<file path="src/design/svs_pkg.sv">
// Shared types and constants for the four-voice decaying square synth.
package svs_pkg;

  localparam int NUM_VOICES = 4;
  localparam int AMP_W      = 7;
  localparam int PER_W      = 7;
  localparam int DEC_W      = 17;
  localparam int MAG_W      = 6;
  localparam int PITCH_W    = 3;
  localparam int OFS_W      = 6;
  localparam int CFG_W      = 10;
  localparam int CFG_ADDR_W = 3;
  localparam int DUTY_W     = 10;
  localparam int SCALE_W    = 10;
  localparam int BASE_W     = 5;
  localparam int DIV_STEPS  = DEC_W;
  localparam int DIV_CNT_W  = $clog2(DIV_STEPS);

  typedef logic signed [AMP_W-1:0] amp_t;
  typedef logic [PER_W-1:0]        per_t;
  typedef logic [DEC_W-1:0]        dec_t;
  typedef logic signed [1:0]       boost_t;

  typedef enum logic [CFG_ADDR_W-1:0] {
    CFG_CENTER,
    CFG_SCALE,
    CFG_BASE,
    CFG_OFS_A,
    CFG_OFS_B,
    CFG_OFS_C,
    CFG_OFS_D
  } cfg_reg_t;

  typedef enum logic [1:0] {
    ST_IDLE,
    ST_DIVIDE,
    ST_COMMIT,
    ST_DELIVER
  } state_t;

  typedef struct packed {
    logic start;
    logic silence;
    logic step;
    logic commit;
  } lane_ctl_t;

  localparam logic [DUTY_W-1:0]  CENTER_RESET = 10'd50;
  localparam logic [SCALE_W-1:0] SCALE_RESET  = 10'd500;
  localparam logic [BASE_W-1:0]  BASE_RESET   = 5'd10;
  localparam logic [DUTY_W-1:0]  DUTY_MAX     = 10'd1023;

  localparam logic [OFS_W-1:0] OFFSET_RESET [NUM_VOICES] = '{6'd1, 6'd9, 6'd17, 6'd25};
  localparam logic signed [3:0] BOOST_FACTOR [NUM_VOICES] = '{4'sd6, 4'sd3, -4'sd3, -4'sd6};

endpackage

</file>
<file path="src/design/svs_lane.sv">
// One voice lane: press detect, serial decay-interval divider, flip and decay counters.
module svs_lane import svs_pkg::*; (
  input  logic                 clk,
  input  logic                 rst,
  input  lane_ctl_t            ctl,
  input  logic                 key,
  input  logic [PITCH_W-1:0]   pitch,
  input  logic [OFS_W-1:0]     offset,
  input  logic [OFS_W-1:0]     offset_rst,
  input  logic [SCALE_W-1:0]   scale,
  input  amp_t                 amp_new,
  output amp_t                 amp
);

  per_t             period;
  per_t             pcount;
  dec_t             interval;
  dec_t             dcount;
  logic             held;
  logic             striking;
  logic [MAG_W-1:0] mag;
  dec_t             dq;
  logic [MAG_W-1:0] rem;

  logic             strike;
  per_t             per_new;
  logic [MAG_W:0]   r_shift;
  logic             r_ge;
  dec_t             interval_eff;
  amp_t             amp_next;
  per_t             pcount_next;
  dec_t             dcount_next;
  amp_t             amp_flip;

  assign strike  = ctl.start && key && !held;
  assign per_new = PER_W'({1'b0, offset}) + PER_W'(pitch);
  assign r_shift = {rem, dq[DEC_W-1]};
  assign r_ge    = (r_shift >= {1'b0, mag});

  always_comb begin
    interval_eff = interval;
    if (striking) begin
      interval_eff = (mag == '0) ? dec_t'(1) : dq;
    end
    amp_flip    = amp;
    pcount_next = '0;
    if (period != '0) begin
      pcount_next = pcount + per_t'(1);
      if (pcount_next == period) begin
        pcount_next = '0;
        amp_flip    = -amp;
      end
    end
    amp_next    = amp_flip;
    dcount_next = '0;
    if (interval_eff != '0) begin
      dcount_next = dcount + dec_t'(1);
      if (dcount_next == interval_eff) begin
        dcount_next = '0;
        if (amp_flip > 0) begin
          amp_next = amp_flip - amp_t'(1);
        end else if (amp_flip < 0) begin
          amp_next = amp_flip + amp_t'(1);
        end
      end
    end
  end

  always_ff @(posedge clk) begin
    if (rst) begin
      amp      <= '0;
      period   <= PER_W'(offset_rst);
      pcount   <= '0;
      interval <= dec_t'(1);
      dcount   <= '0;
      held     <= 1'b0;
      striking <= 1'b0;
    end else begin
      if (ctl.start) begin
        held     <= key;
        striking <= strike;
        if (strike) begin
          period <= per_new;
          amp    <= amp_new;
          pcount <= '0;
          dcount <= '0;
        end
        if (ctl.silence) begin
          amp <= '0;
        end
      end
      if (ctl.commit) begin
        amp      <= amp_next;
        pcount   <= pcount_next;
        dcount   <= dcount_next;
        interval <= interval_eff;
        striking <= 1'b0;
      end
    end
  end

  always_ff @(posedge clk) begin
    if (strike) begin
      mag <= MAG_W'(amp_new < 0 ? -amp_new : amp_new);
      dq  <= DEC_W'(scale) * DEC_W'(per_new);
      rem <= '0;
    end else if (ctl.step) begin
      rem <= r_ge ? MAG_W'(r_shift - {1'b0, mag}) : MAG_W'(r_shift);
      dq  <= {dq[DEC_W-2:0], r_ge};
    end
  end

endmodule

</file>
<file path="src/design/svs_mix.sv">
// Merge stage: center level plus the four voice amplitudes, clamped to the duty range.
module svs_mix import svs_pkg::*; (
  input  logic [DUTY_W-1:0] center,
  input  amp_t              amps [NUM_VOICES],
  output logic [DUTY_W-1:0] duty
);

  localparam int SUM_W = DUTY_W + 2;

  logic signed [SUM_W-1:0] sum;

  always_comb begin
    sum = $signed({2'b00, center});
    for (int i = 0; i < NUM_VOICES; i++) begin
      sum = sum + SUM_W'(amps[i]);
    end
    if (sum < 0) begin
      duty = '0;
    end else if (sum > $signed({2'b00, DUTY_MAX})) begin
      duty = DUTY_MAX;
    end else begin
      duty = DUTY_W'(sum);
    end
  end

endmodule

</file>
<file path="src/design/four_voice_decaying_square_synth_unit.sv">
// Top level of the four-voice decaying square synth: control sequencer, config, lanes, output.
//
//   channel  direction  handshake            payload
//   in       input      in_valid/in_stall    key_pressed, raise_pressed, lower_pressed, pitch_a..d
//   out      output     out_valid/out_stall  duty, led_high, led_low
//   cfg      input      cfg_wr_en            cfg_addr, cfg_wr_data
//
// One tick runs through accept, 17 steps of the per-lane serial divider, commit and deliver.
// The divider computes one quotient bit per cycle and runs on every tick.
// Synchronous active-high reset clears the voice counters and amplitudes and restores register defaults.
// A result waits in the output register while the next tick is taken and worked on;
// that next tick then stalls in delivery until the output register frees.
module four_voice_decaying_square_synth_unit import svs_pkg::*; (
  input  logic                  clk,
  input  logic                  rst,
  input  logic                  in_valid,
  output logic                  in_stall,
  input  logic [NUM_VOICES-1:0] key_pressed,
  input  logic                  raise_pressed,
  input  logic                  lower_pressed,
  input  logic [PITCH_W-1:0]    pitch_a,
  input  logic [PITCH_W-1:0]    pitch_b,
  input  logic [PITCH_W-1:0]    pitch_c,
  input  logic [PITCH_W-1:0]    pitch_d,
  output logic                  out_valid,
  input  logic                  out_stall,
  output logic [DUTY_W-1:0]     duty,
  output logic                  led_high,
  output logic                  led_low,
  input  logic                  cfg_wr_en,
  input  logic [CFG_ADDR_W-1:0] cfg_addr,
  input  logic [CFG_W-1:0]      cfg_wr_data
);

  state_t               state;
  state_t               state_next;
  logic [DIV_CNT_W-1:0] div_cnt;

  logic [DUTY_W-1:0]  center;
  logic [SCALE_W-1:0] scale;
  logic [BASE_W-1:0]  base;
  logic [OFS_W-1:0]   offset [NUM_VOICES];

  boost_t boost;
  logic   raise_held;
  logic   lower_held;

  logic [DUTY_W-1:0] res_duty;
  logic              res_high;
  logic              res_low;

  logic               accept;
  logic               slot_free;
  lane_ctl_t          ctl;
  amp_t               amps [NUM_VOICES];
  amp_t               amp_new [NUM_VOICES];
  logic [PITCH_W-1:0] pitch [NUM_VOICES];
  logic [DUTY_W-1:0]  mix_duty;
  logic               raise_ev;
  logic               lower_ev;
  boost_t             boost_mid;
  boost_t             boost_next;
  logic signed [7:0]  bump;

  assign accept    = in_valid && !in_stall;
  assign slot_free = !out_valid || !out_stall;
  assign pitch[0]  = pitch_a;
  assign pitch[1]  = pitch_b;
  assign pitch[2]  = pitch_c;
  assign pitch[3]  = pitch_d;

  always_comb begin
    for (int i = 0; i < NUM_VOICES; i++) begin
      unique case (boost)
        2'sb01:  bump = 8'(BOOST_FACTOR[i]);
        2'sb11:  bump = -8'(BOOST_FACTOR[i]);
        default: bump = '0;
      endcase
      amp_new[i] = AMP_W'($signed({3'b000, base}) + bump);
    end
  end

  always_comb begin
    raise_ev   = raise_pressed && !raise_held && (boost < 2'sd1);
    boost_mid  = raise_ev ? boost + 2'sd1 : boost;
    lower_ev   = lower_pressed && !lower_held && (boost_mid > -2'sd1);
    boost_next = lower_ev ? boost_mid - 2'sd1 : boost_mid;
  end

  always_comb begin
    state_next = state;
    unique case (state)
      ST_IDLE:    if (in_valid) state_next = ST_DIVIDE;
      ST_DIVIDE:  if (div_cnt == DIV_CNT_W'(DIV_STEPS - 1)) state_next = ST_COMMIT;
      ST_COMMIT:  state_next = ST_DELIVER;
      ST_DELIVER: if (slot_free) state_next = ST_IDLE;
      default:    state_next = ST_IDLE;
    endcase
  end

  always_comb begin
    in_stall    = (state != ST_IDLE);
    ctl.start   = accept;
    ctl.silence = accept && (raise_ev || lower_ev);
    ctl.step    = (state == ST_DIVIDE);
    ctl.commit  = (state == ST_COMMIT);
  end

  always_ff @(posedge clk) begin
    if (rst) begin
      state   <= ST_IDLE;
      div_cnt <= '0;
    end else begin
      state   <= state_next;
      div_cnt <= (state == ST_DIVIDE) ? div_cnt + DIV_CNT_W'(1) : '0;
    end
  end

  always_ff @(posedge clk) begin
    if (rst) begin
      center <= CENTER_RESET;
      scale  <= SCALE_RESET;
      base   <= BASE_RESET;
      for (int i = 0; i < NUM_VOICES; i++) begin
        offset[i] <= OFFSET_RESET[i];
      end
    end else if (cfg_wr_en) begin
      unique case (cfg_addr)
        CFG_CENTER: center    <= cfg_wr_data;
        CFG_SCALE:  scale     <= cfg_wr_data;
        CFG_BASE:   base      <= cfg_wr_data[BASE_W-1:0];
        CFG_OFS_A:  offset[0] <= cfg_wr_data[OFS_W-1:0];
        CFG_OFS_B:  offset[1] <= cfg_wr_data[OFS_W-1:0];
        CFG_OFS_C:  offset[2] <= cfg_wr_data[OFS_W-1:0];
        CFG_OFS_D:  offset[3] <= cfg_wr_data[OFS_W-1:0];
        default:    ;
      endcase
    end
  end

  always_ff @(posedge clk) begin
    if (rst) begin
      boost      <= '0;
      raise_held <= 1'b0;
      lower_held <= 1'b0;
    end else if (accept) begin
      boost <= boost_next;
      if (raise_ev) begin
        raise_held <= 1'b1;
      end else if (!raise_pressed && raise_held) begin
        raise_held <= 1'b0;
      end
      if (lower_ev) begin
        lower_held <= 1'b1;
      end else if (!lower_pressed && lower_held) begin
        lower_held <= 1'b0;
      end
    end
  end

  always_ff @(posedge clk) begin
    if (accept) begin
      res_duty <= mix_duty;
      res_high <= (boost == 2'sd1);
      res_low  <= (boost == -2'sd1);
    end
  end

  always_ff @(posedge clk) begin
    if (rst) begin
      out_valid <= 1'b0;
    end else if (state == ST_DELIVER && slot_free) begin
      out_valid <= 1'b1;
    end else if (!out_stall) begin
      out_valid <= 1'b0;
    end
  end

  always_ff @(posedge clk) begin
    if (state == ST_DELIVER && slot_free) begin
      duty     <= res_duty;
      led_high <= res_high;
      led_low  <= res_low;
    end
  end

  for (genvar g = 0; g < NUM_VOICES; g++) begin : g_lane
    svs_lane u_lane (
      .clk        (clk),
      .rst        (rst),
      .ctl        (ctl),
      .key        (key_pressed[g]),
      .pitch      (pitch[g]),
      .offset     (offset[g]),
      .offset_rst (OFFSET_RESET[g]),
      .scale      (scale),
      .amp_new    (amp_new[g]),
      .amp        (amps[g])
    );
  end

  svs_mix u_mix (
    .center (center),
    .amps   (amps),
    .duty   (mix_duty)
  );

  a_accept_divides: assert property (@(posedge clk) disable iff (rst)
    accept |=> state == ST_DIVIDE)
    else $error("accepted tick did not enter divide");

  a_boost_range: assert property (@(posedge clk) disable iff (rst)
    boost != 2'sb10)
    else $error("boost level out of range");

  a_leds_exclusive: assert property (@(posedge clk) disable iff (rst)
    out_valid |-> !(led_high && led_low))
    else $error("both boost leds set");

  a_deliver_loads: assert property (@(posedge clk) disable iff (rst)
    (state == ST_DELIVER && slot_free) |=> out_valid && state == ST_IDLE)
    else $error("delivery did not load output");

  a_div_count: assert property (@(posedge clk) disable iff (rst)
    (state == ST_DIVIDE) |-> div_cnt < DIV_CNT_W'(DIV_STEPS))
    else $error("divide counter overran");

endmodule
</file>
<file path="config.mk">
export PLATFORM = sky130hd
export DESIGN_NAME = four_voice_decaying_square_synth_unit
export DESIGN_NICKNAME = d
export VERILOG_FILES = /design/src/design/svs_pkg.sv /design/src/design/svs_lane.sv /design/src/design/svs_mix.sv /design/src/design/four_voice_decaying_square_synth_unit.sv
export SDC_FILE = /design/constraint.sdc
export NUM_CORES = 2
export LEC_CHECK = 0
export BUFFER_PORTS_ARGS = -buffer_cell sky130_fd_sc_hd__buf_2
export CORE_UTILIZATION = 45
export DETAILED_ROUTE_END_ITERATION = 10
export PLACE_DENSITY_LB_ADDON = 0.25
export SLEW_MARGIN = 20
export SYNTH_ARGS = -nofsm -noshare
export SYNTH_HDL_FRONTEND = slang
export SYNTH_HIERARCHICAL = 1
export SYNTH_SLANG_ARGS = --single-unit
</file>
<file path="constraint.sdc">
create_clock -name clk -period 10.1 [get_ports clk]
set_clock_uncertainty 0.1 [all_clocks]
set_input_delay 1.515 -clock clk [delete_from_list [all_inputs] [get_ports clk]]
set_output_delay 1.515 -clock clk [all_outputs]
set_load 0.05 [all_outputs]
</file>
==> impl.org <==
** Placed design
- Worst setup slack before clock tree synthesis :: 2.345 ns
- The placed instances occupy a cell area of just under 40000 sq um.
- Number of cells after detailed placement :: approximately 5.4k
- Buffers added on ports :: around 50
- Summed over all nets, the half-perimeter wirelength after detailed placement is 72220 um.
- Gpl congestion :: 0.8680

** Logic synthesis
- By area, the combinational part of the netlist is dominated by simple AND/OR/NAND/NOR gates.
- Summing the areas of all xor and xnor instances in the mapped netlist gives 6.406% of the synthesized area.
- The synthesized netlist devotes 16.10% of its cell area to compound gates.
- For this run, the number of Yosys warnings is 6.
- For this run, the leading register cell type out of synthesis is dfxtp_1.
- The biggest area contributor in the post-synthesis netlist is dfxtp_1.
- The synthesized netlist occupies a cell area of 37930 sq um.
- Leading post-synthesis cells by instance count :: nand2_1 (461), inv_1 (398), a21oi_1 (297)
- In this run the biggest area consumer among cell types represents 13.99% of the synthesized area.
- Number of synthesized flops with an enable pin :: 164
- After synthesis, the netlist uses 126 different library cells.
- Instance count of the mapped netlist :: 4474
- Summing the areas of all fa, ha and maj instances in the mapped netlist gives 17.68% of the synthesized area.
- Post-synthesis simple-gate area fraction :: 23.80%
- Most frequent cell after synthesis :: nand2_1
- Counting flops with an async set or reset pin after synthesis yields a share of 0%.
- After synthesis the netlist holds a flip-flop and latch count of about 430.
- Mean instance size in the synthesized netlist :: 8.478 sq um
- For this run, the register share of the synthesized area comes to 26.97%.
- Mux cell area share after synthesis :: 2.497%
- By area the synthesized netlist is led by dfxtp_1 (14%), edfxtp_1 (13%), fa_1 (10%).

** Routing
- The first detailed-routing pass took 7 iterations.
- The detail route stage leaves a number of antenna-violating nets equal to 0.
- In the routed layout, each cell is associated on average with a via count of about 5.7.
- In the final routed layout, each cell accounts on average for 17.91 um.
- Drt drc :: 0
- Summing over every cut layer, the via total after detailed routing is 31.59k.
- In this run, the number of DRC markers left after iteration 0 of detailed routing was 1974.
- Final WL :: about 100000 um

** Setup path
- Critical path data arrival time :: 7.41 ns
- Kind of critical path :: in -> reg
- Category of the worst setup path launch point :: input pin
- STA classifies the critical path endpoint as a register.
- Along the worst path, the maximum fanout reaches 11.
- Required @ worst endpoint :: slightly above 10 ns

** Finish
- FF/Latch Area :: slightly above 10000 sq um
- Fraction of layout cells with a size suffix above 1 :: 6.683%
- Net count of the finished layout :: around 4.9k
- Fill cells in the final layout number between 8k and 9k.
- Layout overhead on the synthesized area :: 7.415%
- Layout Cells excl Fill :: 5541
- Area occupied by multi-input gates :: around 25000 sq um
- Post-route cell area :: 40750 sq um

** Global routing
- The first global-routing pass estimated 161900 um of wire.
- Number of global-route vias before repair :: between 30k and 40k
- Across every metal layer, demand over resource in global routing totals between 20% and 30%.
- For this run the aggregate overflow at the end of global routing stands at 0.
- Largest net degree at the start of global routing :: ~170
- The initial antenna violation count came to 6.

** Outcome
- Outcome :: finished, final reports clean

** Pwr
- Proportion of total power due to net switching :: 46.39%
- Internal power comes to 0.006240 W.
- For this design the ratio of total power to cell area is 285.7 nW/um^2.
- Proportion of power drawn by flip-flops and latches :: 24.2%
- Cell leakage power :: around 17 nW
- Total power of the final layout :: 0.01164 W
- Fraction of power consumed by combinational cells :: 59.1%
- Part of the power in the clock network :: 16.7%
- Largest voltage drop on the vdd net :: 0.2675 mV
- In this run the power spent charging and discharging nets is 0.005399 W.

** Clock tree
- TritonCTS built the clock tree.
- The number of hold buffers added after CTS was 0.
- Clk slew on worst S/H paths :: 0.06 ns
- Buffer type at the clock tree root :: clkbuf_16
- Clk buf depth :: 3
- Buffer count from post-CTS setup fixing :: 0
- In this run, post-CTS repair resized a total of 0 instances.
- Latest clock arrival within the worst-skew pair :: 0.62 ns
- Clock tree sinks :: 429
- TritonCTS created 52 clock buffers.
- The clock tree synthesis step divided the H-tree into 2 levels.

** Floorplan
- From bottom edge to top edge, the die measures between 200 and 300 um.
- Die span in x :: 292.3 um
- Row count :: 106
- Effective utilization at floorplan :: 45.40%
- The die covers roughly 85000 sq um.
- Core Box Area :: 83560 sq um
- Total I/O pin count :: 50

** Timing
- The routed design could run at a clock period as short as 7.177 ns.
- Worst slew margin relative to its limit :: 27.95%
- Adding up every negative setup slack in the final design gives 0 ns.
- Actual transition at the worst max-transition pin :: 1.077 ns
- Period utilisation layout :: 71.06%
- Setup Viol. Count Final :: 0
- In the post-route analysis, the smallest setup slack over all paths is 2.923 ns.
- The final-report max-slew violation count was 0.
- Setup repair after global routing left no endpoint under its margin.
- Derived from the worst setup path, the maximum achievable clock frequency is 139.3 MHz.
- Number of failing hold endpoints at the final stage :: 0

** Hold path
- Type of the worst min-delay path :: reg -> reg

** Run
- Maximum Capacitance Violations :: 0
## worst max-delay path, stage by stage
cell and delay [ns]:
buf_2 0.15, ha_1 0.22, fa_1 0.40, a21o_1 0.20, nand2_1 0.08, xor2_1 0.65
nand2b_1 0.21, fa_1 0.44, fa_1 0.56, inv_1 0.06, fa_1 0.52, inv_1 0.05
fa_1 0.53, inv_1 0.04, ha_1 0.29, inv_1 0.09, o21bai_1 0.09, a21boi_0 0.26
o21ai_0 0.17, o41ai_1 0.44, o21ai_0 0.20, xnor2_1 0.17, o21ai_0 0.09
## power by group through the flow
stage | Sequential [W] | Combinational (W) | Clock [W]
6_report | 0.00281 | 0.00688 | 0.00194
5_1_grt | 0.00287 | 0.00782 | 0.00205
4_1_cts | 0.00281 | 0.00691 | 0.00199
3_5_place_dp | 0.00285 | 0.00686 | 0
3_3_place_gp | 0.00285 | 0.00679 | 0
2_1_floorplan | 0.00265 | 0.00546 | 0
## layout make-up
cell class              count  area share (%)
diodes                      2         0.01228
inverters                 400           3.685
clock inverters            35          0.7339
clock buffers              63           3.605
repair buffers             88           1.373
flip-flops and latches    429           25.11
well taps                1080           3.316
multi-input cells        3444           62.16
## flip-flops by register name, summed over array words and instances, names as in the netlist, 24 cells and up
name	count
g_lane.u_lane/dq	68
g_lane.u_lane/pcount	28
offset	24
g_lane.u_lane/interval	68
g_lane.u_lane/rem	24
g_lane.u_lane/period	28
g_lane.u_lane/amp	28
g_lane.u_lane/mag	24
g_lane.u_lane/dcount	68
## kinds of logic (layout without fill, tap and decap cells)
group	after synthesis	in the layout
adder cells (fa/ha/maj)	419	419
flip-flops	429	429
multiplexers	92	92
other	2	26
XOR/XNOR	267	267
AND/OR/NAND/NOR	1719	1719
AO/OA/AOI/OAI	923	923
buffers and inverters	623	586
## placed cells by master (no fill, tap or decap), drive strengths merged, types with 24 or more instances in the layout
cell    synthesis  layout
ha            224     224
or3            46      46
nor2          276     276
or4            24      24
o31ai          28      28
nor3          106     106
xor2           88      88
clkbuf        158      64
nand3         166     166
and4           27      27
nor3b          27      27
xnor2         174     174
buf            65      87
a21o           43      43
a211oi         50      50
a31oi          52      52
nor4           59      59
o211ai         36      36
conb            2      24
o21ai         178     178
nor2b         134     134
and3           37      37
inv           398     401
nand2         462     462
edfxtp        164     164
nand4          52      52
mux2i          71      71
nand2b         75      75
a21oi         301     301
fa            195     195
and2          163     163
dfxtp         265     265
## per-layer routing
layer / share of wire [%] / track usage [%]
met4: 2.7 / 6.921
met5: 0.023 / 0
met2: 46 / 38.14
met3: 6.4 / 3.802
met1: 45 / 31.06
## stage by stage
stage / hold WS [ns] / utilization (%)
CTS: 0.3248 / 48.75
detailed placement: 0.3052 / 46.64
finish: 0.3213 / 48.76
global route: 0.3370 / 48.76
floorplan: 0.3003 / -
global placement: 0.3032 / 46.64
## path summary, 6_finish.rpt
| kind | from | end | slack (ns) | depth (start not counted) |
|---|---|---|---|---|
| hold / removal | res_duty[7]$_DFFE_PP_ | duty[7]$_DFFE_PP_ | 0.32 | 0 |
| hold reg to reg | res_duty[7]$_DFFE_PP_ | duty[7]$_DFFE_PP_ | 0.32 | 0 |
| setup reg to reg | offset[2][0]$_SDFFCE_PN1P_ | g_lane[2].u_lane/dq[16]$_DFFE_PP_ | 3.59 | 22 |
| setup / recovery | pitch_c[0] | g_lane[2].u_lane/dq[16]$_DFFE_PP_ | 2.92 | 23 |
Power figures use the tool's default switching activity.
